===== src/sti_pkg.sv =====
// Package for the sorted table insert / interval block.
// Holds the request and result types, sizes and status codes.
// Used by the top level and the checker; depends on nothing.
package sti_pkg;

    localparam int DEPTH       = 64;
    localparam int VALUE_WIDTH = 32;
    localparam int ADDR_W      = $clog2(DEPTH);
    localparam int CNT_W       = $clog2(DEPTH + 1);
    localparam int INDEX_W     = 7;
    localparam int FILL_W      = 7;

    localparam logic KIND_INSERT = 1'b0;
    localparam logic KIND_QUERY  = 1'b1;

    localparam logic [1:0] ST_OK    = 2'd0;
    localparam logic [1:0] ST_DUP   = 2'd1;
    localparam logic [1:0] ST_FULL  = 2'd2;
    localparam logic [1:0] ST_EMPTY = 2'd3;

    typedef struct packed {
        logic                          kind;
        logic signed [VALUE_WIDTH-1:0] value;
        logic                          adj;
    } req_t;

    typedef struct packed {
        logic signed [INDEX_W-1:0] index;
        logic [FILL_W-1:0]         fill;
        logic [1:0]                status;
    } res_t;

endpackage


===== src/sti_ram.sv =====
// Generic single write port, single read port RAM with registered read data.
// Self-contained; no package needed.
module sti_ram #(
    parameter int WIDTH = 32,
    parameter int DEPTH = 64
) (
    input  logic                     clk,
    input  logic                     we,
    input  logic [$clog2(DEPTH)-1:0] waddr,
    input  logic [WIDTH-1:0]         wdata,
    input  logic [$clog2(DEPTH)-1:0] raddr,
    output logic [WIDTH-1:0]         rdata
);

    logic [WIDTH-1:0] mem [DEPTH];

    always_ff @(posedge clk)
    begin
        if (we)
        begin
            mem[waddr] <= wdata;
        end
        rdata <= mem[raddr];
    end

endmodule


===== src/sorted_table_insert_interval.sv =====
// Top level of the sorted table: sequencer, search registers and table RAM.
// Depends on sti_pkg and sti_ram.
//
//   Channel | Signals                       | Direction | Payload
//   request | req_valid, req_ready, req     | in        | sti_pkg::req_t (kind, value, adj)
//   result  | res_valid, res_ready, res     | out       | sti_pkg::res_t (index, fill, status)
//
// One request is worked on at a time, and req_ready is high only while the sequencer is idle.
// An empty query or a full or first insert goes straight to S_DONE. Else the last entry is read:
// a query at or above it, or an insert above or equal to it, is done. Else the first entry is read:
// a query below it is done, an insert below it moves every entry up; else a binary search runs,
// and a new insert then moves the entries above its place up one by one before it is written.
// Reset clears the count, sequencer and result valid; a stalled result holds the next one in S_DONE.
module sorted_table_insert_interval (
    input  logic          clk,
    input  logic          rst_n,
    input  logic          req_valid,
    output logic          req_ready,
    input  sti_pkg::req_t req,
    output logic          res_valid,
    input  logic          res_ready,
    output sti_pkg::res_t res
);

    // Sequencer states.
    localparam logic [3:0] S_IDLE  = 4'd0;  // waiting for a request
    localparam logic [3:0] S_LAST  = 4'd1;  // last entry read back
    localparam logic [3:0] S_FIRST = 4'd2;  // first entry read back
    localparam logic [3:0] S_SRCH  = 4'd3;  // decide next search step
    localparam logic [3:0] S_CMP   = 4'd4;  // middle entry read back
    localparam logic [3:0] S_SHRD  = 4'd5;  // read an entry to move up
    localparam logic [3:0] S_SHWR  = 4'd6;  // write it one place higher
    localparam logic [3:0] S_WKEY  = 4'd7;  // write the new value
    localparam logic [3:0] S_DONE  = 4'd8;  // pass result to the output register

    logic [3:0] state_reg, state_next;

    logic                                   kind_reg, kind_next;
    logic signed [sti_pkg::VALUE_WIDTH-1:0] value_reg, value_next;
    logic                                   adj_reg, adj_next;
    logic [sti_pkg::ADDR_W-1:0]             lo_reg, lo_next;
    logic [sti_pkg::ADDR_W-1:0]             hi_reg, hi_next;
    logic [sti_pkg::ADDR_W-1:0]             mid_reg, mid_next;
    logic                                   lo_eq_reg, lo_eq_next;
    logic [sti_pkg::ADDR_W-1:0]             sh_reg, sh_next;
    logic [sti_pkg::ADDR_W-1:0]             pos_reg, pos_next;
    logic [sti_pkg::CNT_W-1:0]              count_reg, count_next;
    logic signed [sti_pkg::INDEX_W-1:0]     idx_reg, idx_next;
    logic [1:0]                             stat_reg, stat_next;
    sti_pkg::res_t                          res_reg, res_next;
    logic                                   res_valid_reg, res_valid_next;

    // RAM port signals.
    logic                            ram_we;
    logic [sti_pkg::ADDR_W-1:0]      ram_waddr;
    logic [sti_pkg::VALUE_WIDTH-1:0] ram_wdata;
    logic [sti_pkg::ADDR_W-1:0]      ram_raddr;
    logic [sti_pkg::VALUE_WIDTH-1:0] ram_rdata;

    logic signed [sti_pkg::VALUE_WIDTH-1:0] rd_val;
    logic [sti_pkg::CNT_W-1:0]              cnt_m1;
    logic [sti_pkg::ADDR_W:0]               mid_sum;
    logic                                   req_acc;

    sti_ram #(
        .WIDTH (sti_pkg::VALUE_WIDTH),
        .DEPTH (sti_pkg::DEPTH)
    ) u_ram (
        .clk   (clk),
        .we    (ram_we),
        .waddr (ram_waddr),
        .wdata (ram_wdata),
        .raddr (ram_raddr),
        .rdata (ram_rdata)
    );

    assign req_ready = (state_reg == S_IDLE);
    assign req_acc   = req_valid && req_ready;
    assign res_valid = res_valid_reg;
    assign res       = res_reg;

    assign rd_val  = $signed(ram_rdata);
    assign cnt_m1  = count_reg - sti_pkg::CNT_W'(1);
    assign mid_sum = {1'b0, lo_reg} + {1'b0, hi_reg};

    always_comb
    begin
        state_next     = state_reg;
        kind_next      = kind_reg;
        value_next     = value_reg;
        adj_next       = adj_reg;
        lo_next        = lo_reg;
        hi_next        = hi_reg;
        mid_next       = mid_reg;
        lo_eq_next     = lo_eq_reg;
        sh_next        = sh_reg;
        pos_next       = pos_reg;
        count_next     = count_reg;
        idx_next       = idx_reg;
        stat_next      = stat_reg;
        res_next       = res_reg;
        res_valid_next = res_valid_reg;

        ram_we    = 1'b0;
        ram_waddr = count_reg[sti_pkg::ADDR_W-1:0];
        ram_wdata = value_reg;
        ram_raddr = cnt_m1[sti_pkg::ADDR_W-1:0];

        // The output register empties when the downstream side takes the result.
        if (res_valid_reg && res_ready)
        begin
            res_valid_next = 1'b0;
        end

        unique case (state_reg)
            S_IDLE:
            begin
                // The read of the last entry is issued here in any case; it is only
                // used when the request goes on to S_LAST.
                ram_raddr = cnt_m1[sti_pkg::ADDR_W-1:0];
                if (req_acc)
                begin
                    kind_next  = req.kind;
                    value_next = req.value;
                    adj_next   = req.adj;
                    idx_next   = '0;
                    stat_next  = sti_pkg::ST_OK;
                    if (req.kind == sti_pkg::KIND_QUERY && count_reg == '0)
                    begin
                        stat_next  = sti_pkg::ST_EMPTY;
                        state_next = S_DONE;
                    end
                    else if (req.kind == sti_pkg::KIND_INSERT &&
                             count_reg == sti_pkg::CNT_W'(sti_pkg::DEPTH))
                    begin
                        stat_next  = sti_pkg::ST_FULL;
                        state_next = S_DONE;
                    end
                    else if (req.kind == sti_pkg::KIND_INSERT && count_reg == '0)
                    begin
                        // First value into an empty table.
                        ram_we     = 1'b1;
                        ram_waddr  = '0;
                        ram_wdata  = req.value;
                        count_next = sti_pkg::CNT_W'(1);
                        state_next = S_DONE;
                    end
                    else
                    begin
                        state_next = S_LAST;
                    end
                end
            end

            S_LAST:
            begin
                ram_raddr = '0;
                if (kind_reg == sti_pkg::KIND_QUERY)
                begin
                    if (value_reg >= rd_val)
                    begin
                        // At or above the last entry: clamp to the top interval.
                        idx_next = adj_reg
                            ? $signed(sti_pkg::INDEX_W'(count_reg) - sti_pkg::INDEX_W'(1))
                            : $signed(sti_pkg::INDEX_W'(count_reg) - sti_pkg::INDEX_W'(2));
                        state_next = S_DONE;
                    end
                    else
                    begin
                        state_next = S_FIRST;
                    end
                end
                else if (value_reg > rd_val)
                begin
                    // Larger than everything stored: append at the top.
                    ram_we     = 1'b1;
                    ram_waddr  = count_reg[sti_pkg::ADDR_W-1:0];
                    idx_next   = $signed(sti_pkg::INDEX_W'(count_reg));
                    count_next = count_reg + sti_pkg::CNT_W'(1);
                    state_next = S_DONE;
                end
                else if (value_reg == rd_val)
                begin
                    stat_next  = sti_pkg::ST_DUP;
                    state_next = S_DONE;
                end
                else
                begin
                    state_next = S_FIRST;
                end
            end

            S_FIRST:
            begin
                lo_next    = '0;
                hi_next    = cnt_m1[sti_pkg::ADDR_W-1:0];
                lo_eq_next = (value_reg == rd_val);
                if (value_reg < rd_val)
                begin
                    if (kind_reg == sti_pkg::KIND_QUERY)
                    begin
                        idx_next   = '0;
                        state_next = S_DONE;
                    end
                    else
                    begin
                        // Below the first entry: everything moves up one place.
                        pos_next   = '0;
                        sh_next    = cnt_m1[sti_pkg::ADDR_W-1:0];
                        state_next = S_SHRD;
                    end
                end
                else
                begin
                    state_next = S_SRCH;
                end
            end

            S_SRCH:
            begin
                mid_next  = mid_sum[sti_pkg::ADDR_W:1];
                ram_raddr = mid_sum[sti_pkg::ADDR_W:1];
                if ({1'b0, hi_reg} > ({1'b0, lo_reg} + (sti_pkg::ADDR_W + 1)'(1)))
                begin
                    state_next = S_CMP;
                end
                else if (kind_reg == sti_pkg::KIND_QUERY)
                begin
                    idx_next   = $signed(sti_pkg::INDEX_W'(lo_reg));
                    state_next = S_DONE;
                end
                else if (lo_eq_reg)
                begin
                    stat_next  = sti_pkg::ST_DUP;
                    state_next = S_DONE;
                end
                else
                begin
                    pos_next   = lo_reg + sti_pkg::ADDR_W'(1);
                    sh_next    = cnt_m1[sti_pkg::ADDR_W-1:0];
                    state_next = S_SHRD;
                end
            end

            S_CMP:
            begin
                if (value_reg < rd_val)
                begin
                    hi_next = mid_reg;
                end
                else
                begin
                    lo_next    = mid_reg;
                    lo_eq_next = (value_reg == rd_val);
                end
                state_next = S_SRCH;
            end

            S_SHRD:
            begin
                ram_raddr  = sh_reg;
                state_next = S_SHWR;
            end

            S_SHWR:
            begin
                ram_we    = 1'b1;
                ram_waddr = sh_reg + sti_pkg::ADDR_W'(1);
                ram_wdata = ram_rdata;
                if (sh_reg == pos_reg)
                begin
                    state_next = S_WKEY;
                end
                else
                begin
                    sh_next    = sh_reg - sti_pkg::ADDR_W'(1);
                    state_next = S_SHRD;
                end
            end

            S_WKEY:
            begin
                ram_we     = 1'b1;
                ram_waddr  = pos_reg;
                ram_wdata  = value_reg;
                idx_next   = $signed(sti_pkg::INDEX_W'(pos_reg));
                count_next = count_reg + sti_pkg::CNT_W'(1);
                state_next = S_DONE;
            end

            S_DONE:
            begin
                // Hand over once the output register is free or being emptied.
                if (!res_valid_reg || res_ready)
                begin
                    res_next.index  = idx_reg;
                    res_next.fill   = sti_pkg::FILL_W'(count_reg);
                    res_next.status = stat_reg;
                    res_valid_next  = 1'b1;
                    state_next      = S_IDLE;
                end
            end

            default:
            begin
                state_next = S_IDLE;
            end
        endcase
    end

    always_ff @(posedge clk or negedge rst_n)
    begin
        if (!rst_n)
        begin
            state_reg     <= S_IDLE;
            count_reg     <= '0;
            res_valid_reg <= 1'b0;
        end
        else
        begin
            state_reg     <= state_next;
            count_reg     <= count_next;
            res_valid_reg <= res_valid_next;
        end
    end

    always_ff @(posedge clk)
    begin
        kind_reg  <= kind_next;
        value_reg <= value_next;
        adj_reg   <= adj_next;
        lo_reg    <= lo_next;
        hi_reg    <= hi_next;
        mid_reg   <= mid_next;
        lo_eq_reg <= lo_eq_next;
        sh_reg    <= sh_next;
        pos_reg   <= pos_next;
        idx_reg   <= idx_next;
        stat_reg  <= stat_next;
        res_reg   <= res_next;
    end

endmodule


===== config.mk =====
export PLATFORM = sky130hd
export DESIGN_NAME = sorted_table_insert_interval
export DESIGN_NICKNAME = d
export VERILOG_FILES = /design/src/sti_pkg.sv /design/src/sti_ram.sv /design/src/sorted_table_insert_interval.sv
export SDC_FILE = /design/constraint.sdc
export NUM_CORES = 2
export LEC_CHECK = 0
export BUFFER_PORTS_ARGS = -buffer_cell sky130_fd_sc_hd__clkbuf_2
export CAP_MARGIN = 20
export CORE_ASPECT_RATIO = 1.5
export CORE_MARGIN = 4
export CORE_UTILIZATION = 48
export DETAILED_ROUTE_END_ITERATION = 10
export PLACE_DENSITY = 0.6
export SYNTH_ARGS = -nofsm -noshare
export SYNTH_HDL_FRONTEND = slang
export SYNTH_SLANG_ARGS = --single-unit

===== constraint.sdc =====
create_clock -name clk -period 7.4 [get_ports clk]
set_input_delay 1.11 -clock clk [delete_from_list [all_inputs] [get_ports clk]]
set_output_delay 1.11 -clock clk [all_outputs]
set_load 0.05 [all_outputs]

Word-level counts from Yosys, hierarchy flattened
Memory sizes are Yosys's and may differ from the RTL's. A register that Yosys moved wholly into a read port is not among the register bits.
Index checks and enable logic that the tools add are counted.
Operators by class
  bitwise gates (word level): 1
  equal/unequal tests: 33
  multiplexer cells: 85
  reductions and logical operators: 26
  add/sub/neg operators: 8
  magnitude comparators: 4
Operator list (number)
  32-bit two-way mux: 4
  7-bit two-way mux: 15
  6-bit two-way mux: 17
  32-bit case mux with 2 select lines: 1
  4-bit two-way mux: 14
  6-bit case mux with 3 select lines: 3
  2-bit != test (second input constant): 18
  4-bit case mux with 9 select lines: 1
  6-bit case mux with 2 select lines: 3
  7-bit case mux with 5 select lines: 1
  32-bit == test: 1
  32-bit greater-or-equal comparator: 1
  32-bit > comparator: 1
  32-bit less-than comparator: 1
  7-bit case mux with 3 select lines: 1
  2-bit two-way mux: 10
  4-bit by 3-bit == test with 1-bit output (second input constant): 4
  8-bit AND reduction: 2
  7-bit AND reduction: 2
  6-bit by 1-bit adder with 6-bit output (second input constant): 2
  1-bit two-way mux: 12
  2-bit AND reduction: 5
  3-bit nonzero test: 3
  4-bit by 2-bit == test with 1-bit output (second input constant): 2
  26 further kinds: 33
Word-level totals
  register bits after elaboration: 102
  output and inout port bits: 18
  memories: 1
  bits of input ports: 38
  bits in writable memories: 2048
  word-level logic and storage cells: 175
Memory list
  u_ram.mem: words 64, width 32, rd ports 1, clocked after memory_dff 1, wr ports 1, RTL line sti_ram.sv:15  | logic [WIDTH-1:0] mem [DEPTH];

Longest topological paths before layout
  depth in word-level cells: 9
  depth in mapped cells: 16
  depth with buffers taken out: 12

Modules after synthesis
Synthesis repeated with hierarchy kept, for this count alone.
Unflattened totals
  cells, all modules: 4132
  area total of the unflattened synthesis: 85509.5 um^2
Modules (own cells, without submodules)
  sti_ram: cells each 3511, instances 1, area each 79039.6 um^2, sequential area each 62139.6 um^2
  sorted_table_insert_interval: cells each 621, instances 1, area each 6470.0 um^2, sequential area each 3002.9 um^2

Worst setup path before layout
OpenSTA, ideal clock, no wires.
  path kind: register to register
  start: reg state_reg[1]
  end: mem u_ram.mem[58][0] (enable)
  path slack: 411 ps
  arrival time: 6488 ps
  required time: 6899 ps
  library setup time: 501 ps
  stages on the path, launching flop included: 9
  period minus slack after synthesis: 6989 ps
  buffers on the path: 2
  cell sequence: dfrtp_1 -> buf_2 -> nor4_1 -> nand2_1 -> nor4_1 -> nor2_1 -> o31a_1 -> clkbuf_1 -> nor4_1
On the way
  word-level cells in the longest chain between the ends: 6
  elaborated cells between the ends (all ways): 12
  classes of those cells: 3 x eq/ne; 6 x mux; 3 x reduce/logical
RTL lines
  start, declared: RTL line sorted_table_insert_interval.sv:36  | logic [3:0] state_reg, state_next;
  start signal, assigned: RTL line sorted_table_insert_interval.sv:321  | state_reg <= state_next;
  4-bit zero test *: RTL line sorted_table_insert_interval.sv:77  | assign req_ready = (state_reg == S_IDLE);
  named net req_ready: RTL line sorted_table_insert_interval.sv:18  | output logic req_ready,
  1-bit logical AND: RTL line sorted_table_insert_interval.sv:78  | assign req_acc = req_valid && req_ready;
  1-bit two-way mux: RTL line sorted_table_insert_interval.sv:121  | if (req_acc)
  1-bit case mux with 3 select lines: RTL line sorted_table_insert_interval.sv:115  | unique case (state_reg)
  1-bit two-way mux: RTL line sti_ram.sv:19  | if (we)
  1-bit two-way mux (implied by the code): RTL line sti_ram.sv:21  | mem[waddr] <= wdata;
  end, declared: RTL line sti_ram.sv:15
Mark *: on every way through the listed nets, which the timed path passes. The rest lies on a longest branch.

Worst setup path in the final report
  start: reg lo_reg[0] (netlist bit)
  end: reg u_ram.rdata[22] (read register of u_ram.mem)
On the way
  word-level cells in the longest chain between the ends: 2
RTL lines
  start, declared: RTL line sorted_table_insert_interval.sv:41  | logic [sti_pkg::ADDR_W-1:0] lo_reg, lo_next;
  start signal, assigned: RTL line sorted_table_insert_interval.sv:332  | lo_reg <= lo_next;
  6-bit by 6-bit adder with 7-bit output: RTL line sorted_table_insert_interval.sv:84  | assign mid_sum = {1'b0, lo_reg} + {1'b0, hi_reg};
  named net mid_sum, one bit: RTL line sorted_table_insert_interval.sv:62  | logic [sti_pkg::ADDR_W:0] mid_sum;
  6-bit case mux with 3 select lines: RTL line sorted_table_insert_interval.sv:115
  end, declared: RTL line sti_ram.sv:12  | output logic [WIDTH-1:0] rdata
The timed path passes the listed nets, and every way through them passes these cells.
A chain may end at the register's enable or synchronous reset.

==> flow_metrics.env <==
export IMPL_finalWeightedCongestion=0.8901
export IMPL_hold_viol_final=0
export IMPL_tightest_slew_ns=1.265
export IMPL_leakagePower_nw=33.51
export IMPL_rows=192
export IMPL_setup_tns_ns=0
export IMPL_end_kind="register"
export IMPL_worstPathRequired_ns=8.16
export IMPL_hp_class="input pin to asynchronous set/reset pin"
export IMPL_fin_crit_ns=5.709
export IMPL_fin_crit_sh_pct=77.14
export IMPL_critPathLaunchType="register"
export IMPL_vias=55700
export IMPL_grt_pass1_wl_mm=367.1
export IMPL_maxCapViolCount=0
export IMPL_largest_reg_flops=2048
export IMPL_rr_startpoint="lo_reg[0]"
export IMPL_drt_wl_total_mm=253.9
export IMPL_layout_nets=6633
export IMPL_area_delta_synth_final_pct=11.69
export IMPL_pre_cts_ws_ns=1.732
export IMPL_cts_buffers=199
export IMPL_wl_per_cell_um=27.83
export IMPL_cts_resized=0
export IMPL_slew_headroom_pct=14.88
export IMPL_multi_input_area_mm2=0.02146
export IMPL_cts_setup_buffers=0
export IMPL_power_mw=43.10
export IMPL_cts_tree="done"
export IMPL_rrSetupSlack_ns=1.69
export IMPL_fin_worst_skew_ns=0.03728
export IMPL_insertion_delay_ns=0.84
export IMPL_r2r_end="u_ram.rdata[22]"
export IMPL_antenna_found_initial=10
export IMPL_path_clk_slew_ns=0.07
export IMPL_cts_sinks=2182
export IMPL_root_buffer="clkbuf_16"
export IMPL_htree_levels=4
export IMPL_ys_seq_area_share_pct=73.93
export IMPL_rsz0062_at_grt="false"
export IMPL_register_area_mm2=0.06514
export IMPL_ys_types=75
export IMPL_worstSetupPathType="register to register"
export IMPL_drive_gt1_share_pct=11.14
export IMPL_async_flop_share_pct=0.5500
export IMPL_die_height_um=532.8
export IMPL_die_w_um=357.8
export IMPL_arrival_ns=6.47
export IMPL_overflow=0
export IMPL_power_density_mw_per_mm2=438.0
export IMPL_max_freq_mhz=175.2
export IMPL_yosys_warnings=0
export IMPL_cts_buffer_depth=4
export IMPL_setup_slack_ns=1.691
export IMPL_netlist_area_mm2=0.08812
export IMPL_globalRouteTotalUtil_pct=26.11
export IMPL_pin_count=56
export IMPL_ctsHoldBuffers=0
export IMPL_final_setup_viol_count=0
export IMPL_worstPathMaxFanout=134
export IMPL_drt_iter0_drc=6832
export IMPL_fillers=14910
export IMPL_drc=0
export IMPL_start_util_pct=48.26
export IMPL_synth_ff_latch_count=2182
export IMPL_first_global_vias=53410
export IMPL_run_status="finished, final reports clean"
export IMPL_viasPerCell=6.103
export IMPL_worstRegToRegCells=14
export IMPL_final_max_slew_viol_count=0
export IMPL_final_common_cell="edfxtp_1"
export IMPL_ir_drop_mv=1.182
export IMPL_detail_route_antenna_nets=0
export IMPL_dr_pass1_iters=6
export IMPL_syn_area_per_cell_um2=13.57
export IMPL_hpwl_mm=141.3
export IMPL_synth_flop_cell="edfxtp_1"
export IMPL_synth_edf_count=2138
export IMPL_die_area_mm2=0.1906
export IMPL_core_area_mm2=0.1826
export IMPL_io_buffers=55
export IMPL_synthesis_nets=6584
export IMPL_synth_cells=6492
export IMPL_grt_max_degree=135
export IMPL_cp_startpoint="lo_reg[0]"
export IMPL_layout_common_cells="edfxtp_1, nand2_1, nand3_1"
[critical path, cell delays in order, from the launching register on]
cell and delay, ns:
edfxtp_1 0.49, ha_1 0.28, fa_1 0.54, nor4bb_1 0.39, o21ai_2 0.12, buf_4 0.25, nand2_8 0.77, buf_12 0.32
buf_12 0.37, nand2_1 0.11, and3_1 0.18, a311oi_1 0.24, a311oi_1 0.09, nor4_1 1.00, and4_1 0.32
[per-stage QoR]
step                      cells  instance area, um^2  util, %  hold slack (ns)
after floorplan            6492                88120        -           0.4003
after global placement     8742                91940    50.36           0.4013
after detailed placement   8749                91990    50.38           0.4065
after CTS                  9105                98140    53.75           0.1484
after global routing       9122                98410    53.90           0.1865
final                      9126                98420    53.91           0.2019
[layer usage]
metal / share of wire [%] / GRT usage (%)
met3: 7.8 / 3.656
met4: 3.5 / 8.717
met1: 39 / 34.63
met2: 50 / 44.43
met5: 0 / 0
[layout make-up]
type | instances | share of cell area (%)
inverters | 49 | 0.1869
well taps | 2425 | 3.083
repair buffers | 285 | 2.466
multi-input cells | 3824 | 21.81
flip-flops and latches | 2182 | 66.19
clock inverters | 105 | 0.8607
diodes | 5 | 0.01271
clock buffers | 251 | 5.395
[synthesized netlist by cell type, drive strengths merged (61+ instances only)]
library cell,n,area (um^2)
and3,276,1727
buf,220,1071
a22oi,61,457.9
mux4,62,1396
clkbuf,217,814.5
a311oi,291,2549
nand3,370,1857
a21oi,91,459.2
nand2,1933,7258
edfxtp,2138,64200
o21ai,78,397.9
a211oi,76,575.6
a31oi,93,581.8
nor2,76,300.3
[power by group]
part	leakage (nW)	switching (mW)	internal, mW
logic	10.8	12.7	5.26
registers	19.7	0.342	14.9
clock network	3.01	4.41	5.55
[worst max-delay path by stage]
stage                       end  depth (start not counted)
4_1_cts         u_ram.rdata[26]                         13
3_3_place_gp    u_ram.rdata[29]                         14
3_5_place_dp    u_ram.rdata[26]                         13
6_report        u_ram.rdata[22]                         14
2_1_floorplan  u_ram.mem[58][0]                          8
5_1_grt         u_ram.rdata[10]                         12
[kinds of logic (layout without fill, tap and decap cells)]
| kind of cell | after synthesis | in the layout | synth area share (%) |
|---|---|---|---|
| multiplexers | 81 | 81 | 1.802 |
| XOR/XNOR | 32 | 32 | 0.3181 |
| AO/OA/AOI/OAI | 801 | 801 | 6.735 |
| AND/OR/NAND/NOR | 2856 | 2856 | 14.10 |
| other | 0 | 5 | 0 |
| flip-flops | 2182 | 2182 | 73.93 |
| adder cells (fa/ha/maj) | 54 | 54 | 0.7753 |
| buffers and inverters | 486 | 690 | 2.349 |
(Power assumes the default switching activity.)
